## src/rtl/dcm_pkg.sv

```systemverilog
// dcm_pkg: shared types and constants of the dc motor pwm drive
// no dependencies; used by every module of the block
`timescale 1ns / 1ps

package dcm_pkg;

  localparam int FullScale = 100;
  localparam int PulseW = 12;
  localparam int VelW = 8;
  localparam int MagW = $clog2(FullScale + 1);
  localparam int ProdW = MagW + PulseW;
  localparam int PreW = VelW + 2;

  // reciprocal of the full scale, exact for products below 2**ProdW
  localparam int RecipShift = ProdW + MagW;
  localparam int RecipMul = ((1 << RecipShift) + FullScale - 1) / FullScale;
  localparam int RecipW = RecipShift + 1;

  // reciprocal of three for 12 bit values
  localparam int ThirdShift = 13;
  localparam int ThirdMul = 2731;

  localparam logic [PulseW-1:0] PeriodReset = 12'd2083;
  localparam logic [PulseW-1:0] ThirdReset = 12'd694;

  typedef enum logic [2:0] {
    CMD_SET   = 3'd0,
    CMD_CW    = 3'd1,
    CMD_CCW   = 3'd2,
    CMD_STOP  = 3'd3,
    CMD_BRAKE = 3'd4
  } cmd_e;

  typedef enum logic [1:0] {
    DIR_NONE = 2'd0,
    DIR_CW   = 2'd1,
    DIR_CCW  = 2'd2
  } dir_e;

  typedef enum logic [2:0] {
    REG_PERIOD   = 3'd0,
    REG_LIM_FWD  = 3'd1,
    REG_LIM_REV  = 3'd2,
    REG_MODE     = 3'd3,
    REG_SWAP     = 3'd4
  } reg_idx_e;

  typedef struct packed {
    logic [PulseW-1:0] period;
    logic [PulseW-1:0] period_third;
    logic [PulseW-1:0] lim_fwd;
    logic [PulseW-1:0] lim_rev;
    logic              two_pwm;
    logic              swap;
  } cfg_t;

  typedef struct packed {
    logic [ProdW-1:0]       product;
    logic signed [VelW-1:0] vel;
    logic                   brake;
  } scale_t;

  typedef struct packed {
    logic [PulseW-1:0]      out1;
    logic [PulseW-1:0]      out2;
    logic signed [VelW-1:0] vel;
    logic                   running;
    dir_e                   dir;
  } result_t;

endpackage

```

## src/rtl/dcm_cfg.sv

```systemverilog
// dcm_cfg: configuration registers, with period/3 kept alongside the period
// depends on dcm_pkg
`timescale 1ns / 1ps

module dcm_cfg (
  input  logic                        clk_i,
  input  logic                        rst_ni,
  input  logic                        cfg_valid_i,
  input  logic [2:0]                  cfg_index_i,
  input  logic [dcm_pkg::PulseW-1:0]  cfg_data_i,
  output dcm_pkg::cfg_t               cfg_o
);
  import dcm_pkg::*;

  cfg_t cfg_q, cfg_d;
  logic [2*PulseW-1:0] third_prod;

  assign third_prod = (2*PulseW)'(cfg_data_i) * (2*PulseW)'(ThirdMul);

  always_comb begin
    cfg_d = cfg_q;
    if (cfg_valid_i) begin
      case (reg_idx_e'(cfg_index_i))
        REG_PERIOD: begin
          cfg_d.period = cfg_data_i;
          cfg_d.period_third = PulseW'(third_prod >> ThirdShift);
        end
        REG_LIM_FWD: cfg_d.lim_fwd = cfg_data_i;
        REG_LIM_REV: cfg_d.lim_rev = cfg_data_i;
        REG_MODE:    cfg_d.two_pwm = cfg_data_i[0];
        REG_SWAP:    cfg_d.swap = cfg_data_i[0];
        default: ;
      endcase
    end
  end

  always_ff @(posedge clk_i or negedge rst_ni) begin
    if (!rst_ni) begin
      cfg_q.period <= PeriodReset;
      cfg_q.period_third <= ThirdReset;
      cfg_q.lim_fwd <= PeriodReset;
      cfg_q.lim_rev <= PeriodReset;
      cfg_q.two_pwm <= 1'b0;
      cfg_q.swap <= 1'b0;
    end else begin
      cfg_q <= cfg_d;
    end
  end

  assign cfg_o = cfg_q;

endmodule

```

## src/rtl/dcm_vel.sv

```systemverilog
// dcm_vel: command decode, stored velocity update and width product stage
// depends on dcm_pkg
`timescale 1ns / 1ps

module dcm_vel (
  input  logic                        clk_i,
  input  logic                        rst_ni,
  input  dcm_pkg::cfg_t               cfg_i,
  input  logic                        in_valid_i,
  output logic                        in_ready_o,
  input  logic [2:0]                  cmd_i,
  input  logic [dcm_pkg::VelW-1:0]    speed_i,
  output logic                        out_valid_o,
  input  logic                        out_ready_i,
  output dcm_pkg::scale_t             out_o
);
  import dcm_pkg::*;

  localparam logic signed [PreW-1:0] SatHi = PreW'(FullScale);
  localparam logic signed [PreW-1:0] SatLo = -SatHi;

  logic signed [VelW-1:0] vel_q, vel_d;
  logic                   valid_q;
  scale_t                 data_q;
  logic                   fire;

  logic [VelW-1:0]        stored_abs;
  logic [VelW-1:0]        raw_mag;
  logic signed [PreW-1:0] pre, adj;
  logic signed [VelW-1:0] sat;
  logic                   apply, brake;
  logic [VelW-1:0]        new_abs;
  logic [MagW-1:0]        mag;
  logic [PulseW-1:0]      lim, lim_c;

  assign in_ready_o = !valid_q || out_ready_i;
  assign fire = in_valid_i && in_ready_o;

  assign stored_abs = vel_q[VelW-1] ? VelW'(-vel_q) : VelW'(vel_q);

  always_comb begin
    raw_mag = (speed_i == '0) ? stored_abs : speed_i;
    pre = '0;
    apply = 1'b1;
    brake = 1'b0;
    case (cmd_e'(cmd_i))
      CMD_SET:   pre = {{(PreW-VelW){speed_i[VelW-1]}}, speed_i};
      CMD_CW:    pre = {{(PreW-VelW){1'b0}}, raw_mag};
      CMD_CCW:   pre = -$signed({{(PreW-VelW){1'b0}}, raw_mag});
      CMD_STOP:  pre = '0;
      CMD_BRAKE: begin
        apply = 1'b0;
        brake = 1'b1;
      end
      default:   apply = 1'b0;
    endcase
    adj = cfg_i.swap ? -pre : pre;
    if (adj > SatHi) begin
      sat = VelW'(SatHi);
    end else if (adj < SatLo) begin
      sat = VelW'(SatLo);
    end else begin
      sat = VelW'(adj);
    end
    if (brake) begin
      vel_d = '0;
    end else if (apply) begin
      vel_d = sat;
    end else begin
      vel_d = vel_q;
    end
  end

  assign new_abs = vel_d[VelW-1] ? VelW'(-vel_d) : VelW'(vel_d);
  assign mag = MagW'(new_abs);

  always_comb begin
    lim = vel_d[VelW-1] ? cfg_i.lim_rev : cfg_i.lim_fwd;
    if (lim > cfg_i.period) begin
      lim_c = cfg_i.period;
    end else if (lim < cfg_i.period_third) begin
      lim_c = cfg_i.period_third;
    end else begin
      lim_c = lim;
    end
  end

  always_ff @(posedge clk_i or negedge rst_ni) begin
    if (!rst_ni) begin
      vel_q <= '0;
      valid_q <= 1'b0;
    end else begin
      if (fire) begin
        vel_q <= vel_d;
      end
      if (in_ready_o) begin
        valid_q <= in_valid_i;
      end
    end
  end

  always_ff @(posedge clk_i) begin
    if (fire) begin
      data_q.product <= ProdW'(mag) * ProdW'(lim_c);
      data_q.vel <= vel_d;
      data_q.brake <= brake;
    end
  end

  assign out_valid_o = valid_q;
  assign out_o = data_q;

endmodule

```

## src/rtl/dcm_drv.sv

```systemverilog
// dcm_drv: divide by full scale, map width to the bridge inputs, result register
// depends on dcm_pkg
`timescale 1ns / 1ps

module dcm_drv (
  input  logic             clk_i,
  input  logic             rst_ni,
  input  dcm_pkg::cfg_t    cfg_i,
  input  logic             in_valid_i,
  output logic             in_ready_o,
  input  dcm_pkg::scale_t  in_i,
  output logic             out_valid_o,
  input  logic             out_ready_i,
  output dcm_pkg::result_t out_o
);
  import dcm_pkg::*;

  logic                     valid_q;
  result_t                  res_q, res_d;
  logic [ProdW+RecipW-1:0]  recip_prod;
  logic [PulseW-1:0]        width;
  logic                     fire;

  assign in_ready_o = !valid_q || out_ready_i;
  assign fire = in_valid_i && in_ready_o;

  assign recip_prod = (ProdW+RecipW)'(in_i.product) * (ProdW+RecipW)'(RecipMul);
  assign width = PulseW'(recip_prod >> RecipShift);

  always_comb begin
    res_d.vel = in_i.vel;
    res_d.running = (in_i.vel != '0);
    res_d.out1 = '0;
    res_d.out2 = '0;
    res_d.dir = DIR_NONE;
    if (in_i.brake) begin
      if (cfg_i.two_pwm) begin
        res_d.out1 = cfg_i.period;
        res_d.out2 = cfg_i.period;
      end
    end else if (in_i.vel > 0) begin
      res_d.dir = DIR_CW;
      if (cfg_i.two_pwm) begin
        res_d.out2 = width;
      end else begin
        res_d.out1 = width;
        res_d.out2 = cfg_i.period;
      end
    end else if (in_i.vel < 0) begin
      res_d.dir = DIR_CCW;
      res_d.out1 = width;
    end
  end

  always_ff @(posedge clk_i or negedge rst_ni) begin
    if (!rst_ni) begin
      valid_q <= 1'b0;
    end else if (in_ready_o) begin
      valid_q <= in_valid_i;
    end
  end

  always_ff @(posedge clk_i) begin
    if (fire) begin
      res_q <= res_d;
    end
  end

  assign out_valid_o = valid_q;
  assign out_o = res_q;

endmodule

```

## src/rtl/dc_motor_pwm_drive.sv

```systemverilog
// dc_motor_pwm_drive: h-bridge pwm speed drive, top level with input register
// an accepted beat passes the input, product and result registers on its way to the master side
// throughput: one beat per cycle; input, product and result registers each stall
// only when the stage after them is full and not draining
// reset: configuration returns to period 2083, both limits 2083, direction plus
// pwm mode, no swap; stored velocity is cleared and all stages are emptied
`timescale 1ns / 1ps

module dc_motor_pwm_drive (
  input  logic        clk_i,
  input  logic        rst_ni,
  input  logic        s_axis_tvalid,
  output logic        s_axis_tready,
  input  logic [7:0]  s_axis_tdata,   // speed[7:0]
  input  logic [2:0]  s_axis_tuser,   // cmd[2:0]
  output logic        m_axis_tvalid,
  input  logic        m_axis_tready,
  output logic [39:0] m_axis_tdata,   // out1_pulse[11:0], out2_pulse[23:12],
                                      // velocity[31:24], running[32], direction[34:33]
  input  logic        cfg_valid_i,
  output logic        cfg_ready_o,
  input  logic [2:0]  cfg_index_i,
  input  logic [11:0] cfg_data_i
);
  import dcm_pkg::*;

  cfg_t             cfg;
  logic             in_valid_q;
  logic [2:0]       cmd_q;
  logic [VelW-1:0]  speed_q;
  logic             vel_ready;
  logic             scale_valid, scale_ready;
  scale_t           scale;
  result_t          res;

  assign cfg_ready_o = 1'b1;

  dcm_cfg u_cfg (
    .clk_i       (clk_i),
    .rst_ni      (rst_ni),
    .cfg_valid_i (cfg_valid_i),
    .cfg_index_i (cfg_index_i),
    .cfg_data_i  (cfg_data_i),
    .cfg_o       (cfg)
  );

  assign s_axis_tready = !in_valid_q || vel_ready;

  always_ff @(posedge clk_i or negedge rst_ni) begin
    if (!rst_ni) begin
      in_valid_q <= 1'b0;
    end else if (s_axis_tready) begin
      in_valid_q <= s_axis_tvalid;
    end
  end

  always_ff @(posedge clk_i) begin
    if (s_axis_tvalid && s_axis_tready) begin
      cmd_q <= s_axis_tuser;
      speed_q <= s_axis_tdata;
    end
  end

  dcm_vel u_vel (
    .clk_i       (clk_i),
    .rst_ni      (rst_ni),
    .cfg_i       (cfg),
    .in_valid_i  (in_valid_q),
    .in_ready_o  (vel_ready),
    .cmd_i       (cmd_q),
    .speed_i     (speed_q),
    .out_valid_o (scale_valid),
    .out_ready_i (scale_ready),
    .out_o       (scale)
  );

  dcm_drv u_drv (
    .clk_i       (clk_i),
    .rst_ni      (rst_ni),
    .cfg_i       (cfg),
    .in_valid_i  (scale_valid),
    .in_ready_o  (scale_ready),
    .in_i        (scale),
    .out_valid_o (m_axis_tvalid),
    .out_ready_i (m_axis_tready),
    .out_o       (res)
  );

  assign m_axis_tdata = {5'b0, res.dir, res.running, res.vel, res.out2, res.out1};

`ifndef SYNTHESIS
  a_running_matches_vel: assert property (@(posedge clk_i) disable iff (!rst_ni)
    m_axis_tvalid |-> (res.running == (res.vel != '0)))
    else $error("running flag disagrees with velocity");

  a_dir_matches_vel: assert property (@(posedge clk_i) disable iff (!rst_ni)
    m_axis_tvalid |-> ((res.dir == DIR_CW) == (res.vel > 0)) &&
                      ((res.dir == DIR_CCW) == (res.vel < 0)))
    else $error("direction disagrees with velocity sign");

  a_vel_saturated: assert property (@(posedge clk_i) disable iff (!rst_ni)
    m_axis_tvalid |-> (res.vel <= VelW'(FullScale)) && (res.vel >= -VelW'(FullScale)))
    else $error("velocity beyond full scale");

  a_stopped_no_pulse: assert property (@(posedge clk_i) disable iff (!rst_ni)
    m_axis_tvalid && !res.running && !cfg.two_pwm |-> (res.out1 == '0) && (res.out2 == '0))
    else $error("pulse driven while stopped");
`endif

endmodule

```

## config.mk

```make
export PLATFORM = sky130hd
export DESIGN_NAME = dc_motor_pwm_drive
export DESIGN_NICKNAME = d
export VERILOG_FILES = /design/src/rtl/dcm_pkg.sv /design/src/rtl/dcm_cfg.sv /design/src/rtl/dcm_vel.sv /design/src/rtl/dcm_drv.sv /design/src/rtl/dc_motor_pwm_drive.sv
export SDC_FILE = /design/constraint.sdc
export NUM_CORES = 1
export LEC_CHECK = 0
export BUFFER_PORTS_ARGS = -buffer_cell sky130_fd_sc_hd__buf_4
export CORE_MARGIN = 1.5
export CORE_UTILIZATION = 55
export DETAILED_ROUTE_END_ITERATION = 7
export GPL_TIMING_DRIVEN = 1
export MAX_ROUTING_LAYER = met4
export PLACE_DENSITY_LB_ADDON = 0.12
export RECOVER_POWER = 25
export SETUP_SLACK_MARGIN = 0.05
export SLEW_MARGIN = 15
export SYNTH_ARGS = -nofsm -noshare
export SYNTH_HDL_FRONTEND = slang
export SYNTH_SLANG_ARGS = --single-unit
```

## constraint.sdc

```tcl
create_clock -name clk_i -period 13.28 [get_ports clk_i]
set_input_delay 0 -clock clk_i [delete_from_list [all_inputs] [get_ports clk_i]]
set_output_delay 0 -clock clk_i [all_outputs]
set_load 0.05 [all_outputs]
```

# Yosys cells after proc, flatten, opt, wreduce, memory -nomap -nowiden
# Index checks and enable logic that the tools add are counted.
[totals] ff_bits=134 in_bits=31 out_inout_bits=43 word_cells=85
[op_classes] n_addsub=4 multipliers=3 order_cmp=6 n_eq_ne=8 muxes=23 reduce_logical=20
[ops] cell="$mux 12" n=8
[ops] cell="$mux 24" n=2
[ops] cell="$mux 8" n=6
[ops] cell="$mul 19x20->38 const B" n=1
[ops] cell="$pmux 10 s3" n=1
[ops] cell="$mul 12x12->24 const B" n=1
[ops] cell="$mul 7x12->19" n=1
[ops] cell="$eq 3x2->1 const B" n=4
[ops] cell="$gt 12x12->1" n=1
[ops] cell="$lt 12x11->1" n=1
[ops] cell="$gt 10x8->1 const B" n=1
[ops] cell="$lt 10x8->1 const B" n=1
[ops] cell="$mux 10" n=1
[ops] cell="$neg 10->10" n=1
[ops] cell="$neg 8->10" n=1
[ops] cell="$reduce_and 2->1" n=5
[ops] cell="$gt 8x1->1 const B" n=1
[ops] cell="$logic_not 8->1" n=1
[ops] cell="$lt 8x1->1 const B" n=1
[ops] cell="$neg 8->8" n=1
[ops] cell="$reduce_bool 8->1" n=1
[ops] cell="$mux 7" n=1
[ops] cell="$neg 7->7" n=1
[ops] cell="$eq 3x1->1 const B" n=2
[ops] cell="9 further kinds" n=19

# Longest topological paths before layout
[logic_depth] word_depth=17 depth_mapped=53 ltp_nobuf=50

# Modules after synthesis
# A second synthesis with hierarchy kept.
[unflattened] cells_unflattened=1986 hier_area_um2=19312.3
[modules_own_cells] module="dcm_drv" instances=1 cells_per_inst=789 area_each_um2=7888.8 seq_area_each_um2=1076.0
[modules_own_cells] module="dcm_vel" instances=1 cells_per_inst=732 area_each_um2=6413.7 seq_area_each_um2=1066.0
[modules_own_cells] module="dcm_cfg" instances=1 cells_per_inst=442 area_each_um2=4573.1 seq_area_each_um2=1248.7
[modules_own_cells] module="dc_motor_pwm_drive" instances=1 cells_per_inst=23 area_each_um2=436.7 seq_area_each_um2=355.3

# Worst setup path after synthesis
# No wires, ideal clock.
[synth_path] path_type="flip-flop to flip-flop" from="reg u_vel.vel_q[0]" to="reg u_vel.data_q (netlist bit u_vel.out_o[27]) (data pin)" setup_time_ps=260 t_arrival_ps=10366 required_ps=13020 slack_ps=2654 stages_incl_launch_ff=50 cell_sequence="dfrtp_1 buf_2 inv_1 ha_1 nand2_1 o21ai_0 a21oi_1 ha_1 or3b_2 nor2_1 nand2b_1 o21ai_0 a21o_1 nand4_2 nor4_2 o211ai_2 a21oi_2 buf_2 (+14 left out) fa_1 inv_1 fa_1 inv_1 ha_1 inv_1 o21bai_1 a21oi_1 o21bai_1 a21oi_1 o21bai_1 a21oi_1 o21ai_0 nand2_1 a21oi_1 o21a_1 nor2_1 xnor2_1"
[synth_between] elab_chain_cells=17
[synth_rtl] element="start, declared" line="dcm_vel.sv:22" text="logic signed [VelW-1:0] vel_q, vel_d;"
[synth_rtl] element="start signal, assigned" line="dcm_vel.sv:94" text="vel_q <= vel_d;"
[synth_rtl] element="$neg 8->8" line="dcm_vel.sv:39" text="assign stored_abs = vel_q[VelW-1] ? VelW'(-vel_q) : VelW'(vel_q);"
[synth_rtl] element="$mux 8" line="dcm_vel.sv:39"
[synth_rtl] element="$mux 8" line="dcm_vel.sv:42" text="raw_mag = (speed_i == '0) ? stored_abs : speed_i;"
[synth_rtl] element="$neg 8->10" line="dcm_vel.sv:49" text="CMD_CCW: pre = -$signed({{(PreW-VelW){1'b0}}, raw_mag});"
[synth_rtl] element="$pmux 10 s3" line="dcm_vel.sv:46" text="case (cmd_e'(cmd_i))"
[synth_rtl] element="$neg 10->10" line="dcm_vel.sv:57" text="adj = cfg_i.swap ? -pre : pre;"
[synth_rtl] element="$mux 10" line="dcm_vel.sv:57"
[synth_rtl] element="$lt 10x8->1" line="dcm_vel.sv:60" text="end else if (adj < SatLo) begin"
[synth_rtl] element="$mux 8" line="dcm_vel.sv:60"
[synth_rtl] element="$mux 8" line="dcm_vel.sv:58" text="if (adj > SatHi) begin"
[synth_rtl] element="$mux 8 *" line="dcm_vel.sv:67" text="end else if (apply) begin"
[synth_rtl] element="$mux 8 *" line="dcm_vel.sv:65" text="if (brake) begin"
[synth_rtl] element="$mux 12" line="dcm_vel.sv:78" text="lim = vel_d[VelW-1] ? cfg_i.lim_rev : cfg_i.lim_fwd;"
[synth_rtl] element="$lt 12x11->1" line="dcm_vel.sv:81" text="end else if (lim < cfg_i.period_third) begin"
[synth_rtl] element="$mux 12" line="dcm_vel.sv:81"
[synth_rtl] element="$mux 12" line="dcm_vel.sv:79" text="if (lim > cfg_i.period) begin"
[synth_rtl] element="$mul 7x12->19 *" line="dcm_vel.sv:104" text="data_q.product <= ProdW'(mag) * ProdW'(lim_c);"
[synth_rtl] element="end, declared" line="dcm_vel.sv:24" text="scale_t data_q;"
# Mark *: on every way between the ends. The rest lies on a longest branch, timed or not.
# A chain may end at the register's enable or synchronous reset.

# Final worst setup path
# Same ends and word-level chain as after synthesis.

==> run_results.csv <==
group,metric,value,unit
floorplanning,die_w,185,µm
timing,fin_crit,11460,ps
worst_setup_path,cp_slowest_cell,"dfrtp_1",
global_routing,grt_max_degree,61,
logic_synthesis,async_flop_share,0.448,
final_layout,insertedDiodeCount,0,
logic_synthesis,synth_top_area_cell,"fa_1",
worst_setup_path,cp_max_fo,14,
global_routing,grt_pass1_vias,13200,
clock_tree,cts_buffer_depth,2,
worst_setup_path,critPathArrivalTime,11630,ps
routing,detail_route.vias_per_cell,5.36,
worst_setup_path,crit_path_start,"u_vel.vel_q[0]",
routing,drt_wl_total,40.1,mm
logic_synthesis,synthesis.area,18200,µm²
clock_tree,cts.sinks,134,
clock_tree,cts_root_buf,"clkbuf_16",
logic_synthesis,synth_ff_type,"edfxtp_1",
clock_tree,clk_latency,430,ps
routing,dr.max_layer_used,"met4",
timing,hold_viol,0,
final_layout,nets,2421,
floorplanning,fp.dieH,185,µm
status,status,"finished with violations",
routing,post_drt_wl_per_cell,17.2,µm
worst_setup_path,r2r_cells,48,
timing,finalCritPeriodShare,0.863,
routing,ant_nets,0,
clock_tree,cts.clk_slew.worst_paths,60,ps
logic_synthesis,synth_area_leaders,"fa_1, ha_1, edfxtp_1",
placed_design,gp_routability_congestion,0.967,
floorplanning,die_area,34200,µm²
timing,clock-skew-final,7.33,ps
worst_setup_path,r2r_end,"u_vel.out_o[27]",
final_layout,nFillCells,2816,
floorplanning,rows,66,
global_routing,antenna_found_initial,0,
routing,dr_total_vias,12500,
clock_tree,cts_buffers,17,
worst_setup_path,critical_path_class,"reg2reg",
timing,slew_violations,61,
worst_setup_path,r2r_start,"u_vel.vel_q[0]",
global_routing,track_usage,0.261,
logic_synthesis,syn_avg_cell_area,10.2,µm²
final_layout,final_util,0.615,
clock_tree,cts_setup_buffers,0,
timing,tns,0,ps
status,violations,"capacitance limit, slew limit",
routing,drt-met1-wl,17.6,mm
final_layout,layout-drive-gt1-share,0.114,
final_layout,final_common_cell,"inv_1",
routing,route.met2.wl,20.9,mm
worst_setup_path,crit_path_max_incr_delay,550,ps
timing,rsz0062_at_grt,"false",
worst_setup_path,reg2reg_slack,1820,ps
placed_design,dpl.hpwl,33.5,mm
hold_path,min_path_type,"in2reg",
final_layout,area_growth,9.88,%
floorplanning,initial_core_util,0.559,
timing,slew_headroom,-1.09,
floorplanning,fp.coreArea,32500,µm²
worst_setup_path,crit_path_frequent_cell,"a21oi_1",
worst_setup_path,crit_path_start_kind,"register",
timing,clock.fmax,0.0873,GHz
clock_tree,cts_resized,0,
logic_synthesis,ys_types,89,
clock_tree,htree_levels,4,
routing,first_pass_iters,5,
timing,worst_pin_slew,3130,ps
worst_setup_path,crit_path_end,"u_vel.out_o[27]",
logic_synthesis,yosys_register_bits,134,
logic_synthesis,synth-edff-count,74,
worst_setup_path,cp-end-kind,"register",
global_routing,globalRouteOverflowTotal,0,
logic_synthesis,yosys_warnings,0,
run,cap_violations,1,
placed_design,port_buffers,67,
clock_tree,cts_tree,"done",
logic_synthesis,seq_area_frac_synth,0.206,
global_routing,grt_pass1_wl,67.2,mm
floorplanning,ios,74,
routing,drtIter0Drc,659,
final_layout,final_cell_mix,"inv_1, ha_1, fa_1",
routing,wl_met3,1.06,mm
logic_synthesis,synth_top_area_frac,0.235,
routing,drc,0,
timing,setup_viol,0,
worst_setup_path,crit_required,13460,ps
logic_synthesis,syn-instance-count,1790,
## through the flow
| step | instances | hold slack (ps) | worst slack (ps) | area [µm²] |
|---|---|---|---|---|
| floorplan | 1794 | -296 | 2650 | 18200 |
| global placement | 2266 | 107 | 2150 | 19100 |
| detailed placement | 2266 | 106 | 1890 | 19100 |
| CTS | 2329 | 122 | 1860 | 20000 |
| global route | 2329 | 215 | 1020 | 20000 |
| finish | 2329 | 140 | 1820 | 20000 |
## cells in the mapped netlist, types with 12 or more instances
master / count
nand3_1: 16
a21oi_1: 45
mux2_2: 52
nor3_1: 19
xnor2_1: 34
or2_1: 15
clkbuf_1: 17
mux2i_1: 18
dfstp_2: 18
inv_1: 388
edfxtp_1: 74
nand2_1: 80
o21ai_0: 60
xor2_1: 21
a21o_1: 23
fa_1: 214
nor2b_1: 15
a31oi_1: 12
nand2b_1: 35
nor2_1: 100
ha_1: 302
dfrtp_1: 42
## layer usage
metal	GRT usage	vias up
met3	0.0267	35
met1	0.321	6146
met4	0.0585	0
met5	-	-
li1	-	6068
met2	0.462	227
## sequential cells by signal, summed over array words and instances, names as in the netlist
signal,count
speed_q,8
u_cfg.cfg_o,49
u_vel.out_valid_o,1
u_vel.out_o,28
in_valid_q,1
u_drv.out_valid_o,1
u_drv.out_o,35
cmd_q,3
u_vel.vel_q,8
## final cells by class
type                            instances  area (µm²)  area share
Sequential cell                       134        3750       0.187
Clock buffer                           18         450      0.0225
Clock inverter                         14         158     0.00788
Multi-Input combinational cell       1230       12800       0.640
Tap cell                              442         553      0.0277
Inverter                              389        1460      0.0730
Timing Repair Buffer                  102         840      0.0420
## critical path: cells and delay by family, from the launching register on
family,cells,cell delay (ps)
compound gates,19,3840
xor+xnor,1,70
fa+ha+maj,8,3150
buf+inv,6,620
flops,1,550
mux,3,910
simple gates,11,2040
## what timing repair did
item                                   in CTS  in global routing
endpoints found under the hold margin      93                  0
setup endpoints to repair                   0                  0
hold buffers                               31                  0
## worst min path at each step
stage                 from               to  slack, ps  depth (start not counted)
2_1_floorplan       rst_ni       in_valid_q       -300                          0
3_3_place_gp        rst_ni       in_valid_q        110                          1
3_5_place_dp        rst_ni  u_cfg.cfg_o[36]        110                          1
4_1_cts        cfg_valid_i  u_cfg.cfg_o[33]        120                          4
5_1_grt        cfg_valid_i  u_cfg.cfg_o[33]        210                          4
6_report       cfg_valid_i  u_cfg.cfg_o[33]        140                          4
## kinds of logic (layout without fill, tap and decap cells)
logic type	Yosys count	after routing	share of synthesized area
AND/OR/NAND/NOR	341	341	0.0959
adder cells (fa/ha/maj)	516	516	0.443
buffers and inverters	430	523	0.0923
multiplexers	71	71	0.0427
AO/OA/AOI/OAI	240	240	0.0923
XOR/XNOR	56	56	0.0274
flip-flops	134	134	0.206
other	2	6	0.000413
Power is not shown: default switching activity piles up to over one toggle a cycle in this logic, so the estimate is an artifact.
